==> src/rtl/lpd_pkg.sv <==
// Shared types and constants of the length-prefix deframer.
`default_nettype none

package lpd_pkg;

  localparam int unsigned LenW = 32;
  localparam int unsigned ByteW = 8;
  localparam logic [LenW-1:0] MaxLenReset = 32'd65535;

  typedef struct packed {
    logic [ByteW-1:0] payload_byte;
    logic             first_byte;
    logic             last_byte;
    logic             empty_packet;
    logic             length_error;
    logic [LenW-1:0]  packet_length;
  } result_t;

endpackage

`default_nettype wire

==> src/rtl/lpd_core.sv <==
// Header gathering, payload counting and result forming for one beat.
`default_nettype none

module lpd_core
  import lpd_pkg::*;
#(
  parameter int unsigned HEADER_BYTES = 4
) (
  input  wire logic             clk_i,
  input  wire logic             rst_ni,
  input  wire logic             cfg_we_i,
  input  wire logic [LenW-1:0]  cfg_wdata_i,
  input  wire logic             accept_i,
  input  wire logic [ByteW-1:0] data_byte_i,
  output logic                  res_valid_o,
  output result_t               res_o
);

  localparam int unsigned CntW = (HEADER_BYTES > 1) ? $clog2(HEADER_BYTES) : 1;
  localparam logic [CntW-1:0] HdrLast = CntW'(HEADER_BYTES - 1);

  logic [LenW-1:0] max_len_q;
  logic            in_payload_q, in_payload_d;
  logic [CntW-1:0] hdr_cnt_q, hdr_cnt_d;
  logic [LenW-1:0] length_q, length_d;
  logic [LenW-1:0] bytes_left_q, bytes_left_d;
  logic            first_q, first_d;

  logic [LenW-1:0] shifted;
  logic [LenW-1:0] len_full;
  logic            last_pl;

  assign shifted  = {{(LenW-ByteW){1'b0}}, data_byte_i} << {hdr_cnt_q, 3'b000};
  assign len_full = length_q | shifted;
  assign last_pl  = (bytes_left_q[LenW-1:1] == '0);

  always_comb begin
    in_payload_d = in_payload_q;
    hdr_cnt_d    = hdr_cnt_q;
    length_d     = length_q;
    bytes_left_d = bytes_left_q;
    first_d      = first_q;
    res_valid_o  = 1'b0;
    res_o        = '0;
    if (!in_payload_q) begin
      if (hdr_cnt_q == HdrLast) begin
        if (len_full == '0) begin
          res_valid_o        = 1'b1;
          res_o.first_byte   = 1'b1;
          res_o.last_byte    = 1'b1;
          res_o.empty_packet = 1'b1;
          hdr_cnt_d          = '0;
          length_d           = '0;
        end else begin
          in_payload_d = 1'b1;
          length_d     = len_full;
          bytes_left_d = len_full;
          first_d      = 1'b1;
          if (len_full > max_len_q) begin
            res_valid_o         = 1'b1;
            res_o.length_error  = 1'b1;
            res_o.packet_length = len_full;
          end
        end
      end else begin
        hdr_cnt_d = hdr_cnt_q + 1'b1;
        length_d  = len_full;
      end
    end else begin
      res_valid_o         = 1'b1;
      res_o.payload_byte  = data_byte_i;
      res_o.first_byte    = first_q;
      res_o.last_byte     = last_pl;
      res_o.packet_length = length_q;
      first_d             = 1'b0;
      if (last_pl) begin
        in_payload_d = 1'b0;
        hdr_cnt_d    = '0;
        length_d     = '0;
        bytes_left_d = '0;
      end else begin
        bytes_left_d = bytes_left_q - 1'b1;
      end
    end
  end

  always_ff @(posedge clk_i or negedge rst_ni) begin
    if (!rst_ni) begin
      max_len_q <= MaxLenReset;
    end else if (cfg_we_i) begin
      max_len_q <= cfg_wdata_i;
    end
  end

  always_ff @(posedge clk_i or negedge rst_ni) begin
    if (!rst_ni) begin
      in_payload_q <= 1'b0;
      hdr_cnt_q    <= '0;
      length_q     <= '0;
      bytes_left_q <= '0;
      first_q      <= 1'b0;
    end else if (accept_i) begin
      in_payload_q <= in_payload_d;
      hdr_cnt_q    <= hdr_cnt_d;
      length_q     <= length_d;
      bytes_left_q <= bytes_left_d;
      first_q      <= first_d;
    end
  end

endmodule

`default_nettype wire

==> src/rtl/lpd_out_reg.sv <==
// Output register holding one result beat toward the receiver.
`default_nettype none

module lpd_out_reg
  import lpd_pkg::*;
(
  input  wire logic    clk_i,
  input  wire logic    rst_ni,
  input  wire logic    load_i,
  input  wire logic    valid_i,
  input  wire result_t data_i,
  output logic         ready_o,
  output logic         valid_o,
  output result_t      data_o,
  input  wire logic    ready_i
);

  logic    valid_q;
  result_t data_q;

  assign ready_o = !valid_q || ready_i;
  assign valid_o = valid_q;
  assign data_o  = data_q;

  always_ff @(posedge clk_i or negedge rst_ni) begin
    if (!rst_ni) begin
      valid_q <= 1'b0;
    end else if (ready_o) begin
      valid_q <= load_i && valid_i;
    end
  end

  always_ff @(posedge clk_i) begin
    if (ready_o && load_i && valid_i) begin
      data_q <= data_i;
    end
  end

endmodule

`default_nettype wire

==> src/rtl/length_prefix_deframer.sv <==
// Top level of the length-prefix deframer.
//
// Input channel: one raw stream byte per beat (in_valid_i/in_ready_o, data_byte_i).
// Each packet is a little-endian length header of HEADER_BYTES bytes followed by
// that many payload bytes. Header bytes give no result; each payload byte gives
// one result beat with first/last marks and the announced length. A zero length
// gives one empty beat; a length above max_length gives one error beat, and the
// payload is still passed through.
// Output channel: out_valid_o/out_ready_i with one port per result field.
// Config: cfg_we_i/cfg_wdata_i write max_length; write while idle.
// A result is registered and appears in the cycle after the byte that causes it.
// Throughput: one byte per cycle; header, compare and counter logic finish in
// the cycle the byte is taken, and the output register holds the result.
// When the receiver stalls with a result held, in_ready_o drops until that
// result is taken; otherwise a new byte is taken in the same cycle.
// Reset: framing restarts at a header, the output register empties and
// max_length returns to 65535.
`default_nettype none

module length_prefix_deframer
  import lpd_pkg::*;
#(
  parameter int unsigned HEADER_BYTES = 4
) (
  input  wire logic             clk_i,
  input  wire logic             rst_ni,
  input  wire logic             cfg_we_i,
  input  wire logic [LenW-1:0]  cfg_wdata_i,
  input  wire logic             in_valid_i,
  output logic                  in_ready_o,
  input  wire logic [ByteW-1:0] data_byte_i,
  output logic                  out_valid_o,
  input  wire logic             out_ready_i,
  output logic [ByteW-1:0]      payload_byte_o,
  output logic                  first_byte_o,
  output logic                  last_byte_o,
  output logic                  empty_packet_o,
  output logic                  length_error_o,
  output logic [LenW-1:0]       packet_length_o
);

  logic    accept;
  logic    res_valid;
  result_t res;
  result_t out_data;

  assign accept = in_valid_i && in_ready_o;

  lpd_core #(
    .HEADER_BYTES(HEADER_BYTES)
  ) u_core (
    .clk_i      (clk_i),
    .rst_ni     (rst_ni),
    .cfg_we_i   (cfg_we_i),
    .cfg_wdata_i(cfg_wdata_i),
    .accept_i   (accept),
    .data_byte_i(data_byte_i),
    .res_valid_o(res_valid),
    .res_o      (res)
  );

  lpd_out_reg u_out (
    .clk_i  (clk_i),
    .rst_ni (rst_ni),
    .load_i (in_valid_i),
    .valid_i(res_valid),
    .data_i (res),
    .ready_o(in_ready_o),
    .valid_o(out_valid_o),
    .data_o (out_data),
    .ready_i(out_ready_i)
  );

  assign payload_byte_o  = out_data.payload_byte;
  assign first_byte_o    = out_data.first_byte;
  assign last_byte_o     = out_data.last_byte;
  assign empty_packet_o  = out_data.empty_packet;
  assign length_error_o  = out_data.length_error;
  assign packet_length_o = out_data.packet_length;

endmodule

`default_nettype wire

==> config.mk <==
export PLATFORM = sky130hd
export DESIGN_NAME = length_prefix_deframer
export DESIGN_NICKNAME = d
export VERILOG_FILES = /design/src/rtl/lpd_pkg.sv /design/src/rtl/lpd_core.sv /design/src/rtl/lpd_out_reg.sv /design/src/rtl/length_prefix_deframer.sv
export SDC_FILE = /design/constraint.sdc
export NUM_CORES = 1
export LEC_CHECK = 0
export ABC_AREA = 0
export CAP_MARGIN = 20
export CORE_ASPECT_RATIO = 0.75
export CORE_MARGIN = 4
export CORE_UTILIZATION = 40
export DETAILED_ROUTE_END_ITERATION = 10
export DONT_BUFFER_PORTS = 1
export PLACE_DENSITY = 0.66
export SYNTH_ARGS = -nofsm -noshare
export SYNTH_HDL_FRONTEND = slang
export SYNTH_HIERARCHICAL = 1
export SYNTH_SLANG_ARGS = --single-unit
export TNS_END_PERCENT = 100
==> constraint.sdc <==
create_clock -name clk_i -period 4.1 [get_ports clk_i]
set_input_delay 0.205 -clock clk_i [delete_from_list [all_inputs] [get_ports clk_i]]
set_output_delay 0.205 -clock clk_i [all_outputs]
set_load 0.02 [all_outputs]
==> impl_metrics.tcl, run 1 <==
set metrics [dict create \
    status "finished clean" \
    synth-xor-area-share_pct 0 \
    tritoncts "done" \
    synth_top_area_cell "dfrtp_1" \
    setup_viol_count_final 0 \
    seq_area_frac_synth_pct 48.7 \
    start_util_pct 40.9 \
    drc 0 \
    worstSetupEndpointType "register" \
    max-clock-path-buffers 2 \
    synth_nets 954 \
    synth_cell_types 60 \
    synthArstFlopShare_pct 69.7 \
    crit_path_top_delay_cell "a21oi_1" \
    synthTopCellsByArea "dfrtp_1 27%, edfxtp_1 17%, nand2_1 5.7%" \
    cpMostUsedCell "inv_1" \
    powerDensity_nw_per_um2 408 \
    drt-total-wl_um 25400 \
    via_per_inst 6.13 \
    die_area_sq_um 22200 \
    synth_top_flop_cell "dfrtp_1" \
    clkTransAtPathRegs_ns 0.06 \
    syn-cell-area_sq_um 7950 \
    fin_worst_skew_ns 0.00757 \
    cp_num_cells 13 \
    ys_top_cells_by_count "121 x nand2_1, 85 x dfrtp_1, 77 x inv_1" \
    syn-instance-count 875 \
    die_w_um 171 \
    antenna_found_initial 0 \
    synth_top_family_by_area "compound AO/OA/AOI/OAI gates" \
    dp_hpwl_um 17600 \
    crit_path_start_kind "register" \
    clkSinkCount 145 \
    drtIter0Drc 1155 \
    grt_overflow 0 \
    detail-route-antenna-nets 0 \
    crit_type "reg2reg" \
    pre_cts_slack_ns 0.377 \
    clockRootBuffer "clkbuf_16" \
    grt_pass1_vias 6653 \
    finalHoldViolCount 0 \
    path_delay_family "compound AO/OA/AOI/OAI gates" \
    min_period_ns 3.75 \
    cts_buffers 17 \
    power_mw 3.80 \
    post-route-worst-setup-slack_ns 0.349 \
    crit_fanout 37 \
    max_freq_ghz 0.267 \
    final_max_slew_viol_count 0 \
    maxCapViolCount 0 \
    drtPass1Iterations 5 \
    worst-path-buf-inv 3 \
    fill_cells 1816 \
    portBuffers 0 \
    synth_warnings 6 \
    synth_top_area_share_pct 26.8 \
    wl_per_cell_um 21.7 \
    h-tree-depth 4 \
    die-height_um 130 \
    rows 44 \
    rsz0062_at_grt "false" \
    grt_pass1_wl_um 39200 \
    crit_arrival_ns 3.86 \
    core_sq_um 19400 \
    max_stage_delay_ns 0.53 \
    yosys.area_share.adder_pct 5.35 \
    diodes 0 \
    fin_crit_sh_pct 91.5 \
    track_usage_pct 23.1 \
    ir_drop_mv 0.238 \
    synth_compound_area_share_pct 22.7 \
    tightest_slew_ns 0.971 \
    whs_path_depth 2 \
    synth_mux_area_share_pct 0.268 \
    hp-class "in2reg" \
    num-nets-final 984 \
    drive_above_1_share_pct 9.48 \
    relSlewSlack_pct 35.2 \
    cts_setup_buffers 0 \
    place_congestion 0.981 \
    via_count 7184 \
    synth_seq_cells 145 \
    fin_tns_setup_ns 0 \
    crit_chain "inv_1, nor2_2, a21oi_1, inv_1, ha_1, nand4_1, a2111o_1, o211ai_1, a22oi_2, a31oi_1, nand2_1, nor2b_4, buf_12" \
    syn_to_final_growth_pct 17.1 \
    fin_util_pct 47.9 \
    required_ns 4.21 \
    timing.reg2reg.worst_path_depth 13 \
    synth_simple_gate_area_share_pct 16.1 \
    grt_max_degree 102 \
    clock_latency_ns 0.43 \
    ios 91 \
    leakagePower_nw 3.93 \
    syn_area_per_cell_sq_um 9.09 \
    synth-edff-count 44 \
    yosys.cell_count.top_type "nand2_1" \
]
-- report_power, final --
group          switching, mW  internal [mW]
registers             0.0959           1.60
logic                  0.311          0.185
clock network          0.628          0.983
-- stage by stage --
step | hold slack, ns | instance area, sq um | instances
2_1_floorplan | -0.0906 | 7950 | 875
5_1_grt | 0.0329 | 9310 | 1171
3_5_place_dp | -0.0842 | 8250 | 1096
4_1_cts | 0.0130 | 9310 | 1171
6_report | 0.0306 | 9310 | 1171
3_3_place_gp | -0.0854 | 8250 | 1096
-- kinds of logic (layout without fill, tap and decap cells) --
| logic type | Yosys count | in the layout |
|---|---|---|
| buffers and inverters | 134 | 177 |
| muxes | 2 | 2 |
| and+or+nand+nor | 269 | 269 |
| AOI/OAI and AO/OA | 291 | 291 |
| adders and majority gates | 34 | 34 |
| DFF | 145 | 145 |
-- registers in the layout, summed over array words and instances, names as in the netlist --
name	flops
u_core/first_q	1
u_out/valid_o	1
u_core/in_payload_q	1
u_core/max_len_q	32
u_out/data_o	44
u_core/hdr_cnt_q	2
u_core/bytes_left_q	32
u_core/length_q	32
-- final cells by class --
| class | instances | area, sq um | area share [%] |
|---|---|---|---|
| well taps | 253 | 317 | 3.40 |
| repair buffers | 68 | 671 | 7.20 |
| clock inverters | 9 | 105 | 1.13 |
| inverters | 77 | 289 | 3.10 |
| flip-flops and latches | 145 | 3870 | 41.6 |
| multi-input cells | 596 | 3560 | 38.2 |
| clock buffers | 23 | 500 | 5.37 |
-- per-layer routing --
metal  vias to the layer above  part of all wire, %  GRT usage (%)  routed length (um)
met2                       465                   41           31.8               10300
met3                        45                   13           8.06                3270
met4                         0                  2.1           6.62                 530
li1                       3240                    -              -                   -
met5                         -                    0              0                   0
met1                      3434                   44           34.4               11300
-- placed cells by master, fill, tap and decap left out, types with 7 or more instances in the layout --
cell type / Yosys / routed
ha_1: 34 / 34
nand2_1: 121 / 121
nor2_1: 53 / 52
nand4_1: 9 / 9
dlygate4sd3_1: 0 / 41
nor3_1: 22 / 22
dfstp_2: 16 / 16
dfrtp_1: 85 / 84
inv_1: 77 / 77
o22ai_1: 7 / 7
o41ai_1: 32 / 32
o21ai_1: 63 / 63
clkbuf_16: 0 / 19
and2_1: 11 / 11
edfxtp_1: 44 / 44
o21ai_0: 51 / 51
a21oi_1: 68 / 68
nor4_1: 23 / 23
a31oi_1: 15 / 15
buf_4: 1 / 23
-- final timing paths --
kind | from | end | slack (ns)
max | u_core/hdr_cnt_q[0]$_DFFE_PN0P_ | u_out/data_o[36]$_DFFE_PP_ | 0.35
max in group asynchronous | rst_ni | u_core/in_payload_q$_DFFE_PN0P_ | 3.26
min reg2reg | u_core/first_q$_DFFE_PN0P_ | u_core/first_q$_DFFE_PN0P_ | 0.50
min | data_byte_i[3] | u_core/length_q[27]$_DFFE_PN0P_ | 0.03
min in group asynchronous | rst_ni | u_core/max_len_q[31]$_DFFE_PN0P_ | 0.42
max reg2reg | u_core/hdr_cnt_q[0]$_DFFE_PN0P_ | u_out/data_o[36]$_DFFE_PP_ | 0.35
-- what timing repair did --
action	4_1_cts	5_1_grt
gates resized for setup	0	1
hold buffers	43	0
endpoints found under the setup margin	0	29
hold endpoints to repair	141	0
No activity file was read; power rests on OpenSTA's default activity.
==> run 2: changes to the inputs <==
Settings changed: GPL_TIMING_DRIVEN set to 1, PLACE_DENSITY 0.66 to not set, PLACE_DENSITY_LB_ADDON set to 0.08.
==> impl_metrics.tcl, run 2 (synthesized netlist as in run 1, its figures left out) <==
set metrics [dict create \
    rows 44 \
    crit_fanout 44 \
    drt-total-wl_um 26200 \
    power_mw 3.76 \
    tightest_slew_ns 0.928 \
    regArea_sq_um 3870 \
    worstSetupEndpointType "register" \
    top_usage_layer "met1" \
    drtIter0Drc 770 \
    whs_path_depth 2 \
    switching_share_pct 28.4 \
    die_w_um 171 \
    die-height_um 130 \
    clkSinkCount 145 \
    rsz0062_at_grt "false" \
    powerDensity_nw_per_um2 404 \
    num-nets-final 985 \
    pre_cts_slack_ns 0.108 \
    antenna_found_initial 0 \
    ios 91 \
    fin_crit_sh_pct 93.7 \
    grt_max_degree 102 \
    p_switching_mw 1.07 \
    finalHoldViolCount 0 \
    cts_setup_buffers 0 \
    seq_power_share_pct 45.1 \
    setup_viol_count_final 0 \
    final_max_slew_viol_count 0 \
    h-tree-depth 4 \
    post-route-worst-setup-slack_ns 0.256 \
    relSlewSlack_pct 37.9 \
    met3_usage_pct 6.45 \
    final_common_cell "nand2_1" \
    multi_input_area_sq_um 3570 \
    min_period_ns 3.84 \
    diodes 0 \
    p_int_mw 2.69 \
    crit_path_start_kind "register" \
    status "finished clean" \
    crit_path_top_delay_cell "dfrtp_1" \
    dp_hpwl_um 18400 \
    rr_startpoint "u_core/hdr_cnt_q[0]$_DFFE_PN0P_" \
    clkTransAtPathRegs_ns 0.06 \
    required_ns 4.20 \
    fin_cells 1172 \
    fill_cells 1823 \
    drtPass1Iterations 7 \
    grt_pass1_wl_um 39900 \
    largest_register_ffs 44 \
    die_area_sq_um 22200 \
    finalInstanceArea_sq_um 9300 \
    timing.reg2reg.worst_path_depth 13 \
    use_met2_pct 34.8 \
    fin_worst_skew_ns 0.0141 \
    syn_to_final_growth_pct 16.9 \
    rr_endpoint "u_out/data_o[4]$_DFFE_PP_" \
    via_count 7052 \
    cts_buffers 17 \
    leakagePower_nw 3.91 \
    dpl_cell_area_sq_um 8240 \
    fin_tns_setup_ns 0 \
    track_usage_pct 24.0 \
    final_cell_mix "121 x nand2_1, 83 x dfrtp_1, 77 x inv_1" \
    ir_drop_mv 0.190 \
    grt_pass1_vias 6577 \
    grt_use_met1_pct 35.7 \
    min_to "u_core/length_q[2]$_DFFE_PN0P_" \
    core_sq_um 19400 \
    hp-start "data_byte_i[2]" \
    crit_arrival_ns 3.94 \
    max_freq_ghz 0.260 \
    r2r_slack_ns 0.26 \
    detail-route-antenna-nets 0 \
    clockRootBuffer "clkbuf_16" \
    portBuffers 0 \
    crit_type "reg2reg" \
    place_congestion 0.906 \
    start_util_pct 40.9 \
    maxCapViolCount 0 \
    crit_chain "nor2_1, a21oi_1, inv_1, ha_1, nor2b_1, o211ai_1, a2111o_1, o211ai_1, a22oi_2, a31oi_1, nand2_1, nor2b_4, buf_12" \
    cpMostUsedCell "o211ai_1" \
    drive_above_1_share_pct 10.0 \
    wl_per_cell_um 22.4 \
    max-clock-path-buffers 2 \
    p_comb_share_pct 13.4 \
    place_inst 1096 \
    drc 0 \
    grt_overflow 0 \
    tritoncts "done" \
    max_stage_delay_ns 0.60 \
    clock_latency_ns 0.42 \
    via_per_inst 6.02 \
    hp-class "in2reg" \
    pwr-share-clk_pct 41.5 \
]
[run 2: changes by cell type in the layout (fill, tap and decap cells not counted), sizes merged]
cell,delta
inv,+4
clkinvlp,+1
clkbuf,-5
dlygate4sd3,+1
[run 2: routing by layer]
metal / vias to the layer above / wire (um) / part of all wire [%]
li1: 3248 / - / -
met1: 3452 / 12400 / 47
met2: 322 / 11200 / 43
met3: 30 / 2340 / 8.9
met4: 0 / 346 / 1.3
met5: - / 0 / 0
[run 2: power by group through the flow]
stage / Sequential (mW) / Combinational [mW] / Clock [mW]
6_report: 1.69 / 0.503 / 1.56
5_1_grt: 1.70 / 0.564 / 1.66
4_1_cts: 1.69 / 0.501 / 1.60
3_5_place_dp: 1.72 / 0.430 / 0
3_3_place_gp: 1.72 / 0.422 / 0
2_1_floorplan: 1.70 / 0.311 / 0
[run 2: cell type report]
cell class | instances | area share [%]
Clock buffer | 18 | 4.62
Clock inverter | 14 | 1.67
Inverter | 77 | 3.11
Multi-Input combinational cell | 596 | 38.4
Sequential cell | 145 | 41.7
Tap cell | 253 | 3.40
Timing Repair Buffer | 69 | 7.19
[run 2: metrics by stage]
| stage | util [%] | hold slack [ns] |
|---|---|---|
| 6_report | 47.8 | 0.0313 |
| 5_1_grt | 47.8 | 0.0145 |
| 4_1_cts | 47.8 | 0.00934 |
| 3_5_place_dp | 42.4 | -0.0864 |
| 3_3_place_gp | 42.4 | -0.0863 |
| 2_1_floorplan | - | -0.0906 |
[run 2: worst max-delay path by stage]
stage | from | to | slack (ns) | cells after the start
4_1_cts | u_core/hdr_cnt_q[1]$_DFFE_PN0P_ | u_out/data_o[18]$_DFFE_PP_ | 0.09 | 12
5_1_grt | u_core/hdr_cnt_q[0]$_DFFE_PN0P_ | u_out/data_o[3]$_DFFE_PP_ | 0.03 | 14
2_1_floorplan | u_core/hdr_cnt_q[0]$_DFFE_PN0P_ | u_out/data_o[0]$_DFFE_PP_ | 0.29 | 14
3_5_place_dp | u_core/hdr_cnt_q[1]$_DFFE_PN0P_ | u_out/data_o[23]$_DFFE_PP_ | 0.11 | 12
3_3_place_gp | u_core/hdr_cnt_q[1]$_DFFE_PN0P_ | u_out/data_o[23]$_DFFE_PP_ | 0.17 | 12
6_report | u_core/hdr_cnt_q[0]$_DFFE_PN0P_ | u_out/data_o[4]$_DFFE_PP_ | 0.26 | 13
[run 2: timing repair]
action	4_1_cts	5_1_grt
setup endpoints to repair	0	60
hold endpoints to repair	142	0
hold buffers	44	0
resized for setup	0	4
[run 2: worst max-delay path, delay by kind of cell, from the launching register on]
| family | cells | cell delay [ns] |
|---|---|---|
| adders and majority gates | 1 | 0.31 |
| DFF | 1 | 0.60 |
| AOI/OAI and AO/OA | 6 | 1.53 |
| and+or+nand+nor | 4 | 0.66 |
| buffers and inverters | 2 | 0.36 |
==> run 3: changes to the inputs <==
Settings changed: CORE_UTILIZATION 40 to 64.
==> impl_metrics.tcl, run 3 (synthesized netlist as in run 1, its figures left out) <==
set metrics [dict create \
    status "finished clean" \
    clkTransAtPathRegs_ns 0.06 \
    die-height_um 105 \
    path_delay_family "simple AND/OR/NAND/NOR gates" \
    grt_max_degree 102 \
    cts_buffers 17 \
    clock_latency_ns 0.42 \
    grt_overflow 0 \
    drtIter0Drc 1301 \
    core_sq_um 11900 \
    track_usage_pct 34.1 \
    min_period_ns 4.01 \
    drive_above_1_share_pct 9.31 \
    clockRootBuffer "clkbuf_16" \
    portBuffers 0 \
    diodes 0 \
    grt_pass1_wl_um 37700 \
    start_util_pct 67.0 \
    rr_endpoint "u_out/data_o[19]$_DFFE_PP_" \
    pwr-share-clk_pct 41.7 \
    drc 0 \
    max-clock-path-buffers 2 \
    die_area_sq_um 14300 \
    worstSetupEndpointType "register" \
    final_common_cell "nand2_1" \
    dp_hpwl_um 16100 \
    rows 34 \
    hold_ws_ns 0.0348 \
    die_w_um 137 \
    p_int_mw 2.70 \
    drtPass1Iterations 8 \
    place_congestion 0.964 \
    finalInstanceArea_sq_um 9130 \
    p_switching_mw 1.04 \
    timing.reg2reg.worst_path_depth 11 \
    p_comb_share_pct 13.1 \
    ios 91 \
    rr_startpoint "u_core/hdr_cnt_q[0]$_DFFE_PN0P_" \
    pre_cts_slack_ns 0.285 \
    fin_crit_sh_pct 97.9 \
    largest_register_ffs 44 \
    whs_path_depth 2 \
    drt-total-wl_um 23800 \
    powerDensity_nw_per_um2 410 \
    max_freq_ghz 0.249 \
    tightest_slew_ns 0.806 \
    worst-path-buf-inv 3 \
    hp-class "in2reg" \
    power_mw 3.74 \
    crit_path_start_kind "register" \
    dpl_cell_area_sq_um 8070 \
    final_cell_mix "121 x nand2_1, 84 x dfrtp_1, 77 x inv_1" \
    syn_to_final_growth_pct 14.8 \
    seq_power_share_pct 45.2 \
    switching_share_pct 27.8 \
    r2r_slack_ns 0.09 \
    finalHoldViolCount 0 \
    rsz0062_at_grt "false" \
    ir_drop_mv 0.402 \
    fin_tns_setup_ns 0 \
    via_per_inst 6.75 \
    hp-start "data_byte_i[3]" \
    max_stage_delay_ns 0.64 \
    required_ns 4.23 \
    grt_pass1_vias 6852 \
    crit_chain "inv_1, nor2_2, a21oi_1, inv_1, ha_1, nand4_1, nor4_1, nor4_1, a22oi_2, buf_4, o41ai_1" \
    min_to "u_core/length_q[11]$_DFFE_PN0P_" \
    tritoncts "done" \
    detail-route-antenna-nets 0 \
    fin_util_pct 76.9 \
    maxCapViolCount 0 \
    fin_cells 1075 \
    place_inst 1000 \
    post-route-worst-setup-slack_ns 0.0855 \
    antenna_found_initial 1 \
    setup_viol_count_final 0 \
    relSlewSlack_pct 46.2 \
    num-nets-final 979 \
    crit_fanout 33 \
    clkSinkCount 145 \
    via_count 7256 \
    fin_worst_skew_ns 0.00963 \
    crit_path_top_delay_cell "nor4_1" \
    leakagePower_nw 3.88 \
    wl_per_cell_um 22.1 \
    h-tree-depth 4 \
    crit_type "reg2reg" \
    crit_arrival_ns 4.14 \
    final_max_slew_viol_count 0 \
]
==> run 3: cell type report <==
| class | count | area, sq um |
|---|---|---|
| tap | 162 | 203 |
| clock inverter | 14 | 156 |
| multi-input combinational | 596 | 3560 |
| inverter | 77 | 289 |
| sequential | 145 | 3870 |
| fill | 755 | 2740 |
| timing repair buffer | 63 | 608 |
| clock buffer | 18 | 439 |
==> run 3: power groups by stage <==
stage	registers [mW]	logic [mW]	clock network, mW
floorplan	1.70	0.311	0
global placement	1.71	0.390	0
detailed placement	1.72	0.408	0
CTS	1.69	0.477	1.57
global route	1.70	0.543	1.64
finish	1.69	0.489	1.56
==> run 3: how the worst max path moves through the flow <==
stage                               startpoint                         end  slack [ns]  depth (start not counted)
2_1_floorplan  u_core/hdr_cnt_q[0]$_DFFE_PN0P_   u_out/data_o[0]$_DFFE_PP_        0.29                         14
3_3_place_gp   u_core/hdr_cnt_q[1]$_DFFE_PN0P_  u_out/data_o[27]$_DFFE_PP_        0.34                         13
3_5_place_dp   u_core/hdr_cnt_q[1]$_DFFE_PN0P_  u_out/data_o[25]$_DFFE_PP_        0.29                         13
4_1_cts        u_core/hdr_cnt_q[1]$_DFFE_PN0P_  u_out/data_o[23]$_DFFE_PP_        0.21                         13
5_1_grt        u_core/hdr_cnt_q[0]$_DFFE_PN0P_  u_out/data_o[18]$_DFFE_PP_        0.06                         11
6_report       u_core/hdr_cnt_q[0]$_DFFE_PN0P_  u_out/data_o[19]$_DFFE_PP_        0.09                         11
==> run 3: layer usage <==
metal,up-vias,wire length (um),GRT usage (%)
met1,3465,9680,48.6
met4,2,687,11.9
met3,57,3100,11.1
li1,3222,-,-
met5,-,13,0
met2,510,10300,49.3
==> run 3: repair_timing <==
item	CTS	global route
buffers inserted	0	0
endpoints found under the setup margin	0	31
endpoints found under the hold margin	141	0
resized for setup	0	2
hold buffers	43	0
==> run 3: worst register-to-register path, delay by kind of cell (launching register included) <==
family | cells | cell delay (ns)
and+or+nand+nor | 4 | 1.05
AOI/OAI and AO/OA | 3 | 1.03
buffers and inverters | 3 | 0.78
DFF | 1 | 0.51
adders and majority gates | 1 | 0.34
